===== config.mk =====
export PLATFORM = sky130hd
export DESIGN_NAME = gdil_cell
export DESIGN_NICKNAME = d
export VERILOG_FILES = /design/src/hdl/gdil_pkg.sv /design/src/hdl/gdil_cell.sv
export SDC_FILE = /design/constraint.sdc
export NUM_CORES = 1
export LEC_CHECK = 0
export ABC_AREA = 0
export ABC_CLOCK_PERIOD_IN_PS = 6880
export BUFFER_PORTS_ARGS = -buffer_cell sky130_fd_sc_hd__buf_2
export CORE_AREA = 4 4 41 43
export CTS_CLUSTER_DIAMETER = 60
export DETAILED_ROUTE_END_ITERATION = 12
export DIE_AREA = 0 0 45 47
export PLACE_DENSITY = 0.81
export SYNTH_ARGS = -nofsm -noshare
export SYNTH_HDL_FRONTEND = slang
export SYNTH_SLANG_ARGS = --single-unit

===== constraint.sdc =====
create_clock -name clk -period 6.88 [get_ports clk]
set_input_delay 1.376 -clock clk [delete_from_list [all_inputs] [get_ports clk]]
set_output_delay 1.376 -clock clk [all_outputs]
set_load 0.005 [all_outputs]

===== src/hdl/gdil_pkg.sv =====
// gdil_pkg: shared sizes, register codes, result type and helpers for the
// grid obstacle dilation block. Depends on nothing.
`default_nettype none

package gdil_pkg;

  // grid geometry and largest growth radius
  localparam int GRID_W     = 256;
  localparam int GRID_H     = 256;
  localparam int MAX_RADIUS = 8;

  // counter and index widths
  localparam int COL_W  = $clog2(GRID_W);
  localparam int ROW_W  = $clog2(GRID_H);
  localparam int QROW_W = $clog2(GRID_H + MAX_RADIUS);
  localparam int RAD_W  = $clog2(MAX_RADIUS + 1);
  localparam int NCELL  = 2 * MAX_RADIUS + 1;
  localparam int IDX_W  = $clog2(NCELL);
  localparam int VEC_W  = 2 * MAX_RADIUS;
  localparam int SUM_W  = $clog2(GRID_W + 2 * MAX_RADIUS) + 1;

  // stream and register port
  localparam int TDATA_W    = 8;
  localparam int CFG_W      = 4;
  localparam int APB_ADDR_W = 3;
  localparam int APB_DATA_W = 32;

  // register index, taken from paddr above the byte offset
  localparam logic REG_GROW_RADIUS = 1'b0;
  localparam logic [CFG_W-1:0] GROW_RADIUS_RESET = CFG_W'(1);

  // result queue
  localparam int FIFO_DEPTH = 4;
  localparam int FIFO_PTR_W = $clog2(FIFO_DEPTH);
  localparam int FIFO_CNT_W = $clog2(FIFO_DEPTH + 1);
  localparam int PEND_W     = FIFO_CNT_W + 1;

  typedef struct packed {
    logic grown;
    logic frame_end;
  } out_item_t;

  // radius register clamped to the largest supported radius
  function automatic logic [RAD_W-1:0] sat_radius(input logic [CFG_W-1:0] r);
    logic [RAD_W-1:0] res;
    if (32'(r) > MAX_RADIUS) begin
      res = RAD_W'(MAX_RADIUS);
    end else begin
      res = RAD_W'(r);
    end
    return res;
  endfunction

endpackage

`default_nettype wire


===== src/hdl/gdil_cell.sv =====
// gdil_cell: one tap of the horizontal window chain; holds one pixel and
// flags it when it lies in the current window row. Uses gdil_pkg.
`default_nettype none

module gdil_cell (
  input  wire logic                         clk,
  input  wire logic                         shift,
  input  wire logic [gdil_pkg::IDX_W-1:0]   idx,
  input  wire logic [gdil_pkg::RAD_W-1:0]   radius,
  input  wire logic [gdil_pkg::COL_W-1:0]   qcol,
  input  wire logic                         din,
  output logic                              dout,
  output logic                              hit
);

  logic                       pix;
  logic [gdil_pkg::SUM_W-1:0] kx;
  logic [gdil_pkg::SUM_W-1:0] rx;
  logic [gdil_pkg::SUM_W-1:0] cx;
  logic [gdil_pkg::SUM_W-1:0] wm1;
  logic                       incl;

  always_ff @(posedge clk) begin
    if (shift) begin
      pix <= din;
    end
  end

  // tap k sits at column qcol + radius - k; keep it when that column is on the
  // same row and within radius of the center
  always_comb begin
    kx   = gdil_pkg::SUM_W'(idx);
    rx   = gdil_pkg::SUM_W'(radius);
    cx   = gdil_pkg::SUM_W'(qcol);
    wm1  = gdil_pkg::SUM_W'(gdil_pkg::GRID_W - 1);
    incl = (kx <= rx + rx) && (kx <= rx + cx) && (kx + (wm1 - cx) >= rx);
  end

  assign dout = pix;
  assign hit  = pix & incl;

endmodule

`default_nettype wire


==> results <==
- The detailed placement HPWL is 1452 µm.
- The number of iterations in the first detailed-routing pass is 4.
- The count of inserted antenna diode cells is 0.
- The final layout contains routed wiring with a total length of 1574 µm.
- In the synthesized netlist, the number of instances is 82.
- The quantity of gates resized following cts is 0.
- The die covers 0.002115 mm².
- The number of flops mapped to enable cells by yosys is 1.
- The area of the core region is 0.001301 mm².
- The internal power of the cells totals 0.03656 mW.
- The width of the die is 45 µm.
- The maximum VDD drop is 58.05 µV.
- In this run the mean area of a mapped cell was 8.362 µm².
- The number of port buffers is 21.
- In this run, the number of DRC markers left after iteration 0 of detailed routing was 19.
- In this run, the clock network consumes 0% of the power.
- Counting flops with an async set or reset pin after synthesis yields a share of 0%.
- Static timing analysis puts the maximum clock frequency at 198.4 MHz.
- The most used flip-flop cell after synthesis is sky130_fd_sc_hd__edfxtp_1.
- For this design, the CTS-stage hold fixing added 0 buffers.
- The min-delay analysis places its worst path in the category input port to flop.
- Counting the fill cells in the layout gives 126.
- Clock-pin slew was measured on the worst setup and hold paths at 0 ns.
- Summing all non-filler instances in the final layout gives an area of 809.5 µm².
- The largest fanout on the critical path is 3.
- The total placed cells including tap cells is 118.
- The via count is 670.
- After detailed routing, the number of remaining DRC violations is 0.
- The count of non-filler cells in the finished layout is 118.
- The tool flagged a number of max-cap violations equal to 0.
- The total number of placement rows is 13.
- The register area share after synthesis is 4.380%.
- The effective utilization at floorplan is 52.69%.
- The first global-routing pass estimated 2684 µm of wire.
- After Yosys synthesis, and, or, nand and nor cells account for 16.42% of the synthesized area.
- Across all setup checks in the final design, the least slack found is 1.840 ns.
- For this run the aggregate overflow at the end of global routing stands at 0.
- Setup repair after global routing left no endpoint under its margin.
- The via count of the first global-routing pass is 664.
- The switching power is 0.03099 mW.
- Per report_power, the combinational group accounts for 88.6% of the total.
- Relative to the synthesized area, the layout overhead comes to 18.07%.
- For the worst setup path, the data arrival time is 3.66 ns.
- Summed over all cells, the static leakage comes to 0.4563 nW.
- The worst setup path is launched from an input port.
- After detailed routing, the average wire length per cell comes to 13.34 µm.
- The capturing element type of the critical path is an output pin.
- The number of antenna-violating nets in the routed design is 0.
- STA puts the critical path data required time at 5.50 ns.
- Prior to clock tree synthesis, the placed netlist has a worst setup slack of 1.842 ns.
- Counting flops and latches in the post-synthesis netlist gives 1.
- The category of the critical setup timing path is input port to output pin.
- After detailed routing, the number of vias per cell comes to 5.678.
- The initial antenna violation count is 0.
- The tightest hold margin is 1.556 ns.
- The post-layout minimum cycle time is 5.040 ns.
- The adder-cell share of the synthesized area is 45.99%.
- The synthesized netlist devotes 20.26% of its cell area to compound gates.
- When the netlist entered floorplanning its net count stood at 126.
- In this run switching power makes up 45.88% of total power.
- The register share of total power is 11.4%.
- The cell area reported after detailed placement is 809.5 µm².
- 22 I/O pins were placed.
- At the end of routability-driven placement, the weighted congestion stood at 0.8505.
- The setup TNS after final layout is 0 ns.
- The design draws 0.06754 mW.
- The final-report hold violation count is 0.
- The Yosys step of the flow raised 0 warnings.
- The number of buffers inserted to repair setup after CTS is 0.
- In this run, distinct cell masters in the synthesized netlist total 28.
- Cells with a size suffix above 1 make up 20.39% of the layout.
- The number of flip-flops under the largest register name is 1.
- The overall routing resource usage is 16.56%.
- At the pin with the least slew margin, the transition time is 0.2844 ns.
- After Yosys synthesis, XOR and XNOR cells account for 6.387% of the synthesized area.
- The total number of nets in the final design is 149.
- In the finished design, the share of the clock period the worst path needs comes to 73.26%.
- The number of max-slew violations in the final report came to 0.
- Measured against its own limit, the worst slew margin works out to 81.04%.
- Setup violations remaining at the end of the flow were counted as 0.
- The die is 47 µm tall.
- The multiplexer share of the synthesized area is 0%.
- The main combinational cell family by area after synthesis is adder cells.
- Entering global routing, the biggest net connects 6 pins.
- For this run, the share of the core covered by cells in the final layout is 62.21%.
- The post-synth design cell area is 685.7 µm².
- The power per standard cell area is 83.44 mW/mm².
- The run finished with clean final reports.
## cells in the final DEF (no fill, tap or decap), drive strengths merged
master   instances
a211oi           1
a21o             4
a21oi            7
a22o             1
a31oi            1
and4b            1
buf             21
edfxtp           1
fa               2
ha              22
inv             12
nand2            4
nand2b           1
nand3            5
nand4            1
nand4b           1
nor2             1
nor2b            2
nor3             1
nor4bb           1
o2111a           1
o2111ai          1
o21ai            3
o21bai           1
o221ai           1
or4b             1
xnor2            3
xor2             2
## critical path, stage by stage
cell and delay [ns]:
sky130_fd_sc_hd__buf_2 0.12, sky130_fd_sc_hd__ha_1 0.22, sky130_fd_sc_hd__fa_1 0.43, sky130_fd_sc_hd__a21o_1 0.20
sky130_fd_sc_hd__a21oi_1 0.16, sky130_fd_sc_hd__xnor2_1 0.09, sky130_fd_sc_hd__ha_1 0.30, sky130_fd_sc_hd__nand3_1 0.09
sky130_fd_sc_hd__o21bai_1 0.16, sky130_fd_sc_hd__a22o_1 0.18, sky130_fd_sc_hd__o2111a_1 0.22, sky130_fd_sc_hd__buf_2 0.12
## per-layer routing
metal  part of all wire (%)  track usage (%)  up-vias  routed length [µm]
met2                     49            31.36       26                 770
met3                    6.0            1.149        0                  94
met1                     45            21.72      295                 709
met4                      0                0        0                   0
li1                       -                -      349                   -
met5                      0                0        -                   0
## logic make-up after synthesis
group	after synthesis
compound gates	21
xor+xnor	5
fa+ha+maj	24
buf+inv	12
flops	1
simple gates	19
## power groups by stage
stage | logic, mW | clock network (mW) | registers (mW)
floorplan | 0.0411 | 0 | 0.00766
global placement | 0.0577 | 0 | 0.00764
CTS | 0.0605 | 0 | 0.00769
global route | 0.0707 | 0 | 0.00778
finish | 0.0599 | 0 | 0.00769
detailed placement | 0.0601 | 0 | 0.00768
## area by class of cell
class	count	area (µm²)	share of cell area [%]
well taps	15	18.77	2.318
inverters	12	45.04	5.564
multi-input cells	69	610.6	75.43
flip-flops and latches	1	30.03	3.709
repair buffers	21	105.1	12.98
## cell usage after synthesis (all sizes together) (2+ instances only)
cell   number  area [µm²]
ha         22       275.3
inv        12       45.04
a21oi       7       35.03
nand3       5       25.02
a21o        4       30.03
nand2       4       15.01
o21ai       3       15.01
xnor2       3       26.28
fa          2       40.04
nor2b       2       12.51
xor2        2       17.52
## final timing paths
check | startpoint | slack, ns | to | cells after the start
max | radius[0] | 1.84 | hit | 12
min | din | 1.56 | dout | 1
Power figures use the tool's default switching activity.
