==> config.mk <==
export PLATFORM = sky130hd
export DESIGN_NAME = gdil_ofifo
export DESIGN_NICKNAME = d
export VERILOG_FILES = /design/src/hdl/gdil_pkg.sv /design/src/hdl/gdil_ofifo.sv
export SDC_FILE = /design/constraint.sdc
export NUM_CORES = 1
export LEC_CHECK = 0
export ABC_AREA = 1
export BUFFER_PORTS_ARGS = -buffer_cell sky130_fd_sc_hd__buf_4
export CORE_MARGIN = 2
export CORE_UTILIZATION = 50
export DETAILED_ROUTE_END_ITERATION = 16
export PLACE_DENSITY = 0.7
export SETUP_SLACK_MARGIN = 0.3
export SLEW_MARGIN = 20
export SYNTH_ARGS = -nofsm -noshare
export SYNTH_HDL_FRONTEND = slang
export SYNTH_SLANG_ARGS = --single-unit
==> constraint.sdc <==
create_clock -name clk -period 1.6 [get_ports clk]
set_input_delay 0.08 -clock clk [delete_from_list [all_inputs] [get_ports clk]]
set_output_delay 0.08 -clock clk [all_outputs]
set_load 0.005 [all_outputs]
==> src/hdl/gdil_pkg.sv <==
// gdil_pkg: shared sizes, register codes, result type and helpers for the
// grid obstacle dilation block. Depends on nothing.
`default_nettype none

package gdil_pkg;

  // grid geometry and largest growth radius
  localparam int GRID_W     = 256;
  localparam int GRID_H     = 256;
  localparam int MAX_RADIUS = 8;

  // counter and index widths
  localparam int COL_W  = $clog2(GRID_W);
  localparam int ROW_W  = $clog2(GRID_H);
  localparam int QROW_W = $clog2(GRID_H + MAX_RADIUS);
  localparam int RAD_W  = $clog2(MAX_RADIUS + 1);
  localparam int NCELL  = 2 * MAX_RADIUS + 1;
  localparam int IDX_W  = $clog2(NCELL);
  localparam int VEC_W  = 2 * MAX_RADIUS;
  localparam int SUM_W  = $clog2(GRID_W + 2 * MAX_RADIUS) + 1;

  // stream and register port
  localparam int TDATA_W    = 8;
  localparam int CFG_W      = 4;
  localparam int APB_ADDR_W = 3;
  localparam int APB_DATA_W = 32;

  // register index, taken from paddr above the byte offset
  localparam logic REG_GROW_RADIUS = 1'b0;
  localparam logic [CFG_W-1:0] GROW_RADIUS_RESET = CFG_W'(1);

  // result queue
  localparam int FIFO_DEPTH = 4;
  localparam int FIFO_PTR_W = $clog2(FIFO_DEPTH);
  localparam int FIFO_CNT_W = $clog2(FIFO_DEPTH + 1);
  localparam int PEND_W     = FIFO_CNT_W + 1;

  typedef struct packed {
    logic grown;
    logic frame_end;
  } out_item_t;

  // radius register clamped to the largest supported radius
  function automatic logic [RAD_W-1:0] sat_radius(input logic [CFG_W-1:0] r);
    logic [RAD_W-1:0] res;
    if (32'(r) > MAX_RADIUS) begin
      res = RAD_W'(MAX_RADIUS);
    end else begin
      res = RAD_W'(r);
    end
    return res;
  endfunction

endpackage

`default_nettype wire

==> src/hdl/gdil_ofifo.sv <==
// gdil_ofifo: small result queue between the dilation pipeline and the
// output stream. Uses gdil_pkg.
`default_nettype none

module gdil_ofifo (
  input  wire logic                            clk,
  input  wire logic                            rst,
  input  wire logic                            push,
  input  wire gdil_pkg::out_item_t             push_item,
  input  wire logic                            pop,
  output gdil_pkg::out_item_t                  head,
  output logic                                 not_empty,
  output logic [gdil_pkg::FIFO_CNT_W-1:0]      count
);

  gdil_pkg::out_item_t                 slots [gdil_pkg::FIFO_DEPTH];
  logic [gdil_pkg::FIFO_PTR_W-1:0]     wr_ptr;
  logic [gdil_pkg::FIFO_PTR_W-1:0]     rd_ptr;
  logic [gdil_pkg::FIFO_CNT_W-1:0]     count_next;

  always_comb begin
    count_next = count;
    if (push && !pop) begin
      count_next = count + gdil_pkg::FIFO_CNT_W'(1);
    end else if (pop && !push) begin
      count_next = count - gdil_pkg::FIFO_CNT_W'(1);
    end
  end

  always_ff @(posedge clk) begin
    if (rst) begin
      wr_ptr <= '0;
      rd_ptr <= '0;
      count  <= '0;
    end else begin
      if (push) begin
        wr_ptr <= wr_ptr + gdil_pkg::FIFO_PTR_W'(1);
      end
      if (pop) begin
        rd_ptr <= rd_ptr + gdil_pkg::FIFO_PTR_W'(1);
      end
      count <= count_next;
    end
  end

  always_ff @(posedge clk) begin
    if (push) begin
      slots[wr_ptr] <= push_item;
    end
  end

  assign head      = slots[rd_ptr];
  assign not_empty = (count != '0);

endmodule

`default_nettype wire

==> results.md, run 1 <==
- Outcome: complete, no violations
- First-pass GRT wire length: 1.987 mm
- Sequential share of the synthesized area: 56.66%
- RSZ-0062 raised after global routing: yes
- Slew headroom: 84.15%
- Root Buffer: clkbuf_4
- Async S/R FF share, synth: 0%
- Post-Place Setup Slack: 0.3103 ns
- Cell variety after synth: 14
- Post-Layout Cell Count: 111
- Largest net degree at the start of global routing: 10
- Initial antenna violation count: 0
- Leakage: 0.0004314 uW
- Critical path startpoint category: flip-flop
- Core box area: 0.001350 sq mm
- CTS Sinks: 17
- Syn nets: 91
- Setup_tns: 0 ns
- Adder-cell area share of the yosys netlist: 11.13%
- Compound-Gate Fraction of Synth Area: 11.13%
- Iteration-0 DRC Markers: 3
- Total number of yosys warnings: 0
- Final WS setup: 0.3755 ns
- Crit path DAT: 1.41 ns
- Final Critical Period: 1.225 ns
- Mean Syn Cell Area: 9.392 sq um
- Row Count: 13
- Layout cells sized above 1: 19.79%
- Synth Area in Simple Gates: 11.97%
- Clock Skew: 0.002039 ns
- Clock latency on the worst-skew pair: 0.28 ns
- Vias per inst: 4.730
- H-tree depth: 1
- Drt pass-1 iters: 4
- PortBufs: 11
- Area Overhead vs Synth: 20.57%
- Leading post-synthesis cells by cell area: edfxtp_1, dfxtp_1, inv_1
- Worst-path maximum fanout: 4
- Most numerous cell in the Yosys netlist: inv_1
- GRT Overall Usage: 14.70%
- Worst setup EP type: flip-flop
- Crit share post-route: 76.53%
- Die ar.: 0.001808 sq mm
- Worst-path clk slew: 0.09 ns
- Io pins: 12
- ANT nets after route: 0
- Main synth FF type: dfxtp_1
- Worst Path Class, Setup: reg2reg
- Cells after DPL: 105
- Worst hold path class: in2reg
- Post-synth EDFFs: 8
- Initial core utilization: 54.96%
- Post-synthesis register bit count: 17
- Max clock buf depth: 2
- PD cells: 986.9 mW/mm^2
- Total gr overflow: 0
- Die width: 42.52 microns
- Synth area leader: edfxtp_1
- Maximum VDD drop: 0.5921 mV
- Synth top cells by count: inv_1, nor2_1, o21ai_0
- DRC: 0
- Yosys top cell area share: 32.38%
- Routed len/inst: 10.28 microns
- Main combinational cell family by area after synthesis: simple AND/OR/NAND/NOR gates
- Max-Cap Viols: 0
- Setup violators final: 0
- Mapped cell area: 742.0 sq um
- Vias in the first global route: 490
- FMAX: 816.6 MHz
- Required @ worst endpoint: 1.78 ns
- Die height: 42.52 microns
- Total Nets Final: 109
- RD Place Congestion: 0.6786
- Total Wirelength: 1.141 mm
- # Post-CTS Setup Buffers: 0
- Worst Max-Slew Pin Slew: 0.2352 ns
- Estimated wirelength of the detail-placed design: 901.3 microns
- Mux contribution to synthesized area: 0%
- Antenna Cells: 0
- Cells after Synth: 79
- Final Power: 882.9 uW
- Fin. max-slew vios: 0
- Clock buffer count from CTS: 3
- Vias: 525
- Synth Area in XOR/XNOR: 0%
- Hold Violations, Final: 0
- CTS tree: yes
[report_power, final]
group | internal (uW) | switching, uW | total, uW
sequential | 487 | 22.6 | 509
clock | 96.6 | 125 | 222
combinational | 76.5 | 75.2 | 152
[critical path: stages (launching register included)]
cell and delay (ns):
dfxtp_1 0.42, fa_2 0.47, o21ai_0 0.18, nor2_1 0.06
[per-layer routing]
metal / wire length (microns) / vias to the layer above / GRT usage [%]
li1: - / 283 / -
met1: 519 / 234 / 17.13
met2: 575 / 6 / 24.62
met3: 33 / 2 / 3.879
met4: 12 / 0 / 7.500
met5: 0 / - / 0
[what timing repair did]
item,4_1_cts,5_1_grt
endpoints found under the hold margin,8,0
hold buffers,2,0
endpoints found under the setup margin,0,3
gates resized for setup,0,3
[through the flow]
step | util, % | instance area, sq um | hold WS [ns]
5_1_grt | 66.27 | 894.6 | 0.1126
3_3_place_gp | 62.47 | 843.3 | 0.2909
2_1_floorplan | - | 742.0 | 0.1789
6_report | 66.27 | 894.6 | 0.1023
4_1_cts | 65.89 | 889.6 | 0.1026
3_5_place_dp | 62.47 | 843.3 | 0.2862
[worst paths after layout]
path	from	slack [ns]	cells past startpoint	end
hold reg to reg	rd_ptr[1]	0.45	1	flip-flop
setup / recovery	count[1]	0.38	3	count[1]
setup reg to reg	count[1]	0.38	3	count[1]
hold / removal	pop	0.10	4	flip-flop
[final cells by class]
class / instances / area (sq um)
Inverter: 18 / 67.56
Fill cell: 115 / 455.4
Multi-Input combinational cell: 44 / 256.5
Clock buffer: 4 / 26.28
Tap cell: 15 / 18.77
Sequential cell: 17 / 422.9
Timing Repair Buffer: 13 / 102.6
[logic make-up after synthesis]
group | count (synthesis)
buffers and inverters | 18
adders and majority gates | 6
AOI/OAI and AO/OA | 16
DFF | 17
and+or+nand+nor | 22
[layout by cell type (no fill, tap or decap)]
cell type / synthesis / final
inv_1: 17 / 17
buf_4: 0 / 11
nor2_1: 10 / 10
o21ai_0: 10 / 10
nand2_1: 9 / 9
edfxtp_1: 8 / 8
dfxtp_1: 9 / 7
ha_1: 5 / 5
a21oi_1: 4 / 4
clkbuf_4: 0 / 3
o22ai_1: 2 / 2
dfxtp_2: 0 / 2
dlygate4sd3_1: 0 / 2
inv_2: 1 / 1
nand2_2: 1 / 1
nand3_1: 1 / 1
nand4_1: 1 / 1
fa_2: 0 / 1
clkbuf_1: 0 / 1
Note: power is estimated with default switching activity, not from simulation.
==> run 2: changes to the inputs <==
--- a/config.mk
+++ b/config.mk
@@ -5,7 +5,7 @@
 export SDC_FILE = /design/constraint.sdc
 export NUM_CORES = 1
 export LEC_CHECK = 0
-export ABC_AREA = 1
+export ABC_AREA = 0
 export BUFFER_PORTS_ARGS = -buffer_cell sky130_fd_sc_hd__buf_4
 export CORE_MARGIN = 2
 export CORE_UTILIZATION = 50
==> constraint.sdc (replaced) <==
create_clock -name clk -period 1.3 [get_ports clk]
set_input_delay 0.065 -clock clk [delete_from_list [all_inputs] [get_ports clk]]
set_output_delay 0.065 -clock clk [all_outputs]
set_load 0.005 [all_outputs]
==> results.md, run 2 <==
- Outcome: complete, but fails checks (was complete, no violations)
- Critical path startpoint category: flip-flop (unchanged)
- Total Wirelength: 1.185 mm (was 1.141 mm)
- Post-synth EDFFs: 8 (unchanged)
- Total number of yosys warnings: 0 (unchanged)
- Worst Max-Slew Pin Slew: 0.2173 ns (was 0.2352 ns)
- CTS Sinks: 17 (unchanged)
- Fin. max-slew vios: 0 (unchanged)
- Drt pass-1 iters: 4 (unchanged)
- Failing checks: negative setup slack
- Final WS setup: -0.03965 ns (was 0.3755 ns)
- Worst hold path class: in2reg (unchanged)
- Post-Layout Inst Area: 0.001017 sq mm (was 894.6 sq um)
- Final Power: 1222 uW (was 882.9 uW)
- Die ar.: 0.001736 sq mm (was 0.001808 sq mm)
- Iteration-0 DRC Markers: 5 (was 3)
- Synth area leader: edfxtp_1 (unchanged)
- Most numerous cell in the Yosys netlist: dfxtp_1 (was inv_1)
- Combinational share of power: 25.0% (was 17.2%)
- Mean Syn Cell Area: 13.39 sq um (was 9.392 sq um)
- Leading post-synthesis cells by cell area: edfxtp_1, dfxtp_1, ha_1 (was edfxtp_1, dfxtp_1, inv_1)
- Main synth FF type: dfxtp_1 (unchanged)
- PD cells: 1201 mW/mm^2 (was 986.9 mW/mm^2)
- Vias: 447 (was 525)
- FMAX: 746.5 MHz
- Required @ worst endpoint: 1.24 ns (was 1.78 ns)
- Int Pwr: 919.9 uW (was 659.7 uW)
- Worst-path maximum fanout: 2 (was 4)
- Syn nets: 65 (was 91)
- Vias per inst: 4.806 (was 4.730)
- Reg2reg start: count[1] (unchanged)
- Crit path DAT: 1.27 ns (was 1.41 ns)
- Yosys top cell area share: 33.86% (was 32.38%)
- Maximum VDD drop: 0.7722 mV (was 0.5921 mV)
- Buf/Inv on CP: 1 (was 0)
- Async S/R FF share, synth: 0% (unchanged)
- CP max stage cell: mux4_2 (was fa_2)
- Most common cell after layout, fill and taps aside: buf_4 (was inv_1)
- Root Buffer: clkbuf_4 (unchanged)
- Vias in the first global route: 437 (was 490)
- Mapped cell area: 709.4 sq um (was 742.0 sq um)
- Total Nets Final: 91 (was 109)
- Setup violators final: 4 (was 0)
- Sequential share of the synthesized area: 59.26% (was 56.66%)
- Cell variety after synth: 16 (was 14)
- CP Depth: 2 (was 3)
- H-tree depth: 1 (unchanged)
- Clock Skew: 0.001054 ns (was 0.002039 ns)
- Max clock buf depth: 2 (unchanged)
- Setup_tns: -0.1110 ns (was 0 ns)
- Commonest cells after routing, fill and taps aside: buf_4, edfxtp_1, nor2_1 (was inv_1, buf_4, nor2_1, o21ai_0, nand2_1)
- Routed len/inst: 12.74 microns (was 10.28 microns)
- Reg2Reg Depth: 4 (was 3)
- Cells after Synth: 53 (was 79)
- Clk pwr share: 22.0% (was 25.1%)
- Final core utilization: 77.21% (was 66.27%)
- Row Count: 13 (unchanged)
- Die width: 41.67 microns (was 42.52 microns)
- Largest net degree at the start of global routing: 10 (unchanged)
- Max-Cap Viols: 0 (unchanged)
- Leakage: 0.0004183 uW (was 0.0004314 uW)
- Hold Violations, Final: 0 (unchanged)
- Fillers: 72 (was 115)
- Worst-path clk slew: 0.09 ns (about the same)
- Crit-path cells: mux4_2, buf_6 (was fa_2, o21ai_0, nor2_1)
- Estimated wirelength of the detail-placed design: 800.5 microns (was 901.3 microns)
- Clock latency on the worst-skew pair: 0.28 ns (about the same)
- Top delay family on crit path: multiplexers (was adder cells)
- First-pass GRT wire length: 1.863 mm (was 1.987 mm)
- CTS tree: yes (unchanged)
- RSZ-0062 raised after global routing: yes (unchanged)
- CP Capture Point: head[0] (was count[1])
- Initial antenna violation count: 0 (unchanged)
- Crit Reg-Reg Endpoint: count[2] (was count[1])
- Post-Place Setup Slack: -0.1515 ns (was 0.3103 ns)
- Critical Path Max Stage Delay: 0.51 ns (was 0.47 ns)
- Sequential share of power: 53.0% (was 57.7%)
- ANT nets after route: 0 (unchanged)
- Final Critical Period: 1.340 ns
- Net Switching: 302.3 uW (was 223.2 uW)
- RD Place Congestion: 0.6947 (was 0.6786)
- Layout cells sized above 1: 55.13% (was 19.79%)
- Synth top cells by count: dfxtp_1, edfxtp_1, nor2_1 (was inv_1, nor2_1, o21ai_0)
- Register area: 431.7 sq um (was 422.9 sq um)
- DRC: 0 (unchanged)
- Area Overhead vs Synth: 43.39% (was 20.57%)
- Die height: 41.67 microns (was 42.52 microns)
- Placed inst area: 852.1 sq um (was 843.3 sq um)
- Slew headroom: 85.36% (was 84.15%)
- Net switching share of the total power: 24.74% (was 25.28%)
- GRT Overall Usage: 14.47% (was 14.70%)
- Post-synthesis register bit count: 17 (unchanged)
- Clock buffer count from CTS: 3 (unchanged)
- Crit share post-route: 103.1%
- Initial core utilization: 53.85% (was 54.96%)
- Area of the multi-input gates: 325.3 sq um (was 256.5 sq um)
- PortBufs: 11 (unchanged)
- Worst Path Class, Setup: reg2out (was reg2reg)
- Total gr overflow: 0 (unchanged)
- Antenna Cells: 0 (unchanged)
- Io pins: 12 (unchanged)
- Worst setup EP type: output pin (was flip-flop)
- Core box area: 0.001318 sq mm (was 0.001350 sq mm)
- Reg2reg setup slack: -0.03 ns (was 0.38 ns)
==> run 2: cell count changes after synthesis, moves of 3 or more <==
| cell | delta |
|---|---|
| nor2_1 | -3 |
| nand2_1 | -8 |
| o21ai_0 | -9 |
| xor2_1 | +3 |
| and2_1 | +4 |
| a21oi_1 | -3 |
| inv_1 | -13 |
==> run 2: per-layer routing <==
layer	GRT usage (%)	vias to the layer above	share of wire [%]
met1	16.86	212	41
met2	25.00	6	56
met5	0	-	0
met3	3.913	0	3.1
li1	-	229	-
met4	5.806	0	0
==> run 2: layout make-up <==
type,instances,area share [%]
Clock buffer,4,2.583
Inverter,4,1.968
Multi-Input combinational cell,31,31.98
Sequential cell,17,42.44
Tap cell,15,1.845
Timing Repair Buffer,22,19.19
==> run 2: power groups by stage <==
stage	registers (uW)	logic, uW	clock network [uW]
after global placement	653	232	0
after detailed placement	654	236	0
after floorplan	654	119	0
after CTS	644	273	276
after global routing	654	337	301
final	647	306	269
==> run 2: worst min path at each step <==
| stage | from | endpoint | slack [ns] | cells after the start |
|---|---|---|---|---|
| after floorplan | push_item[0] | slots[0][0] | 0.16 | 0 |
| after global placement | push_item[1] | slots[2][1] | 0.27 | 1 |
| after detailed placement | push_item[0] | slots[0][0] | 0.28 | 1 |
| after CTS | pop | flip-flop | 0.16 | 4 |
| after global routing | pop | rd_ptr[0] | 0.18 | 4 |
| final | pop | flip-flop | 0.17 | 4 |
==> run 2: repair_timing <==
action | in CTS | in global routing
gates resized for setup | 8 | 16
setup buffers | 2 | 1
pin swaps | 2 | 3
setup endpoints to repair | 12 | 13
cloned | 0 | 0
hold buffers | 3 | 0
endpoints found under the hold margin | 14 | 0
==> run 2: logic make-up after synthesis <==
kind of cell / after synthesis / share of synthesized area [%]
muxes: 4 / 9.171
buffers and inverters: 5 / 2.821
xor gates and xnor gates: 5 / 6.174
AOI/OAI and AO/OA: 2 / 1.410
and+or+nand+nor: 14 / 9.523
DFF: 17 / 59.26
adders and majority gates: 6 / 11.64
==> run 2: through the flow <==
stage	instances	hold slack (ns)
2_1_floorplan	53	0.1639
3_3_place_gp	83	0.2702
3_5_place_dp	83	0.2751
4_1_cts	92	0.1605
5_1_grt	93	0.1774
6_report	93	0.1695
==> run 2: tightest hold or removal path, cell delays in order <==
cell     delay (ns)
buf_4          0.09
buf_4          0.10
xnor2_1        0.08
nor2_1         0.08
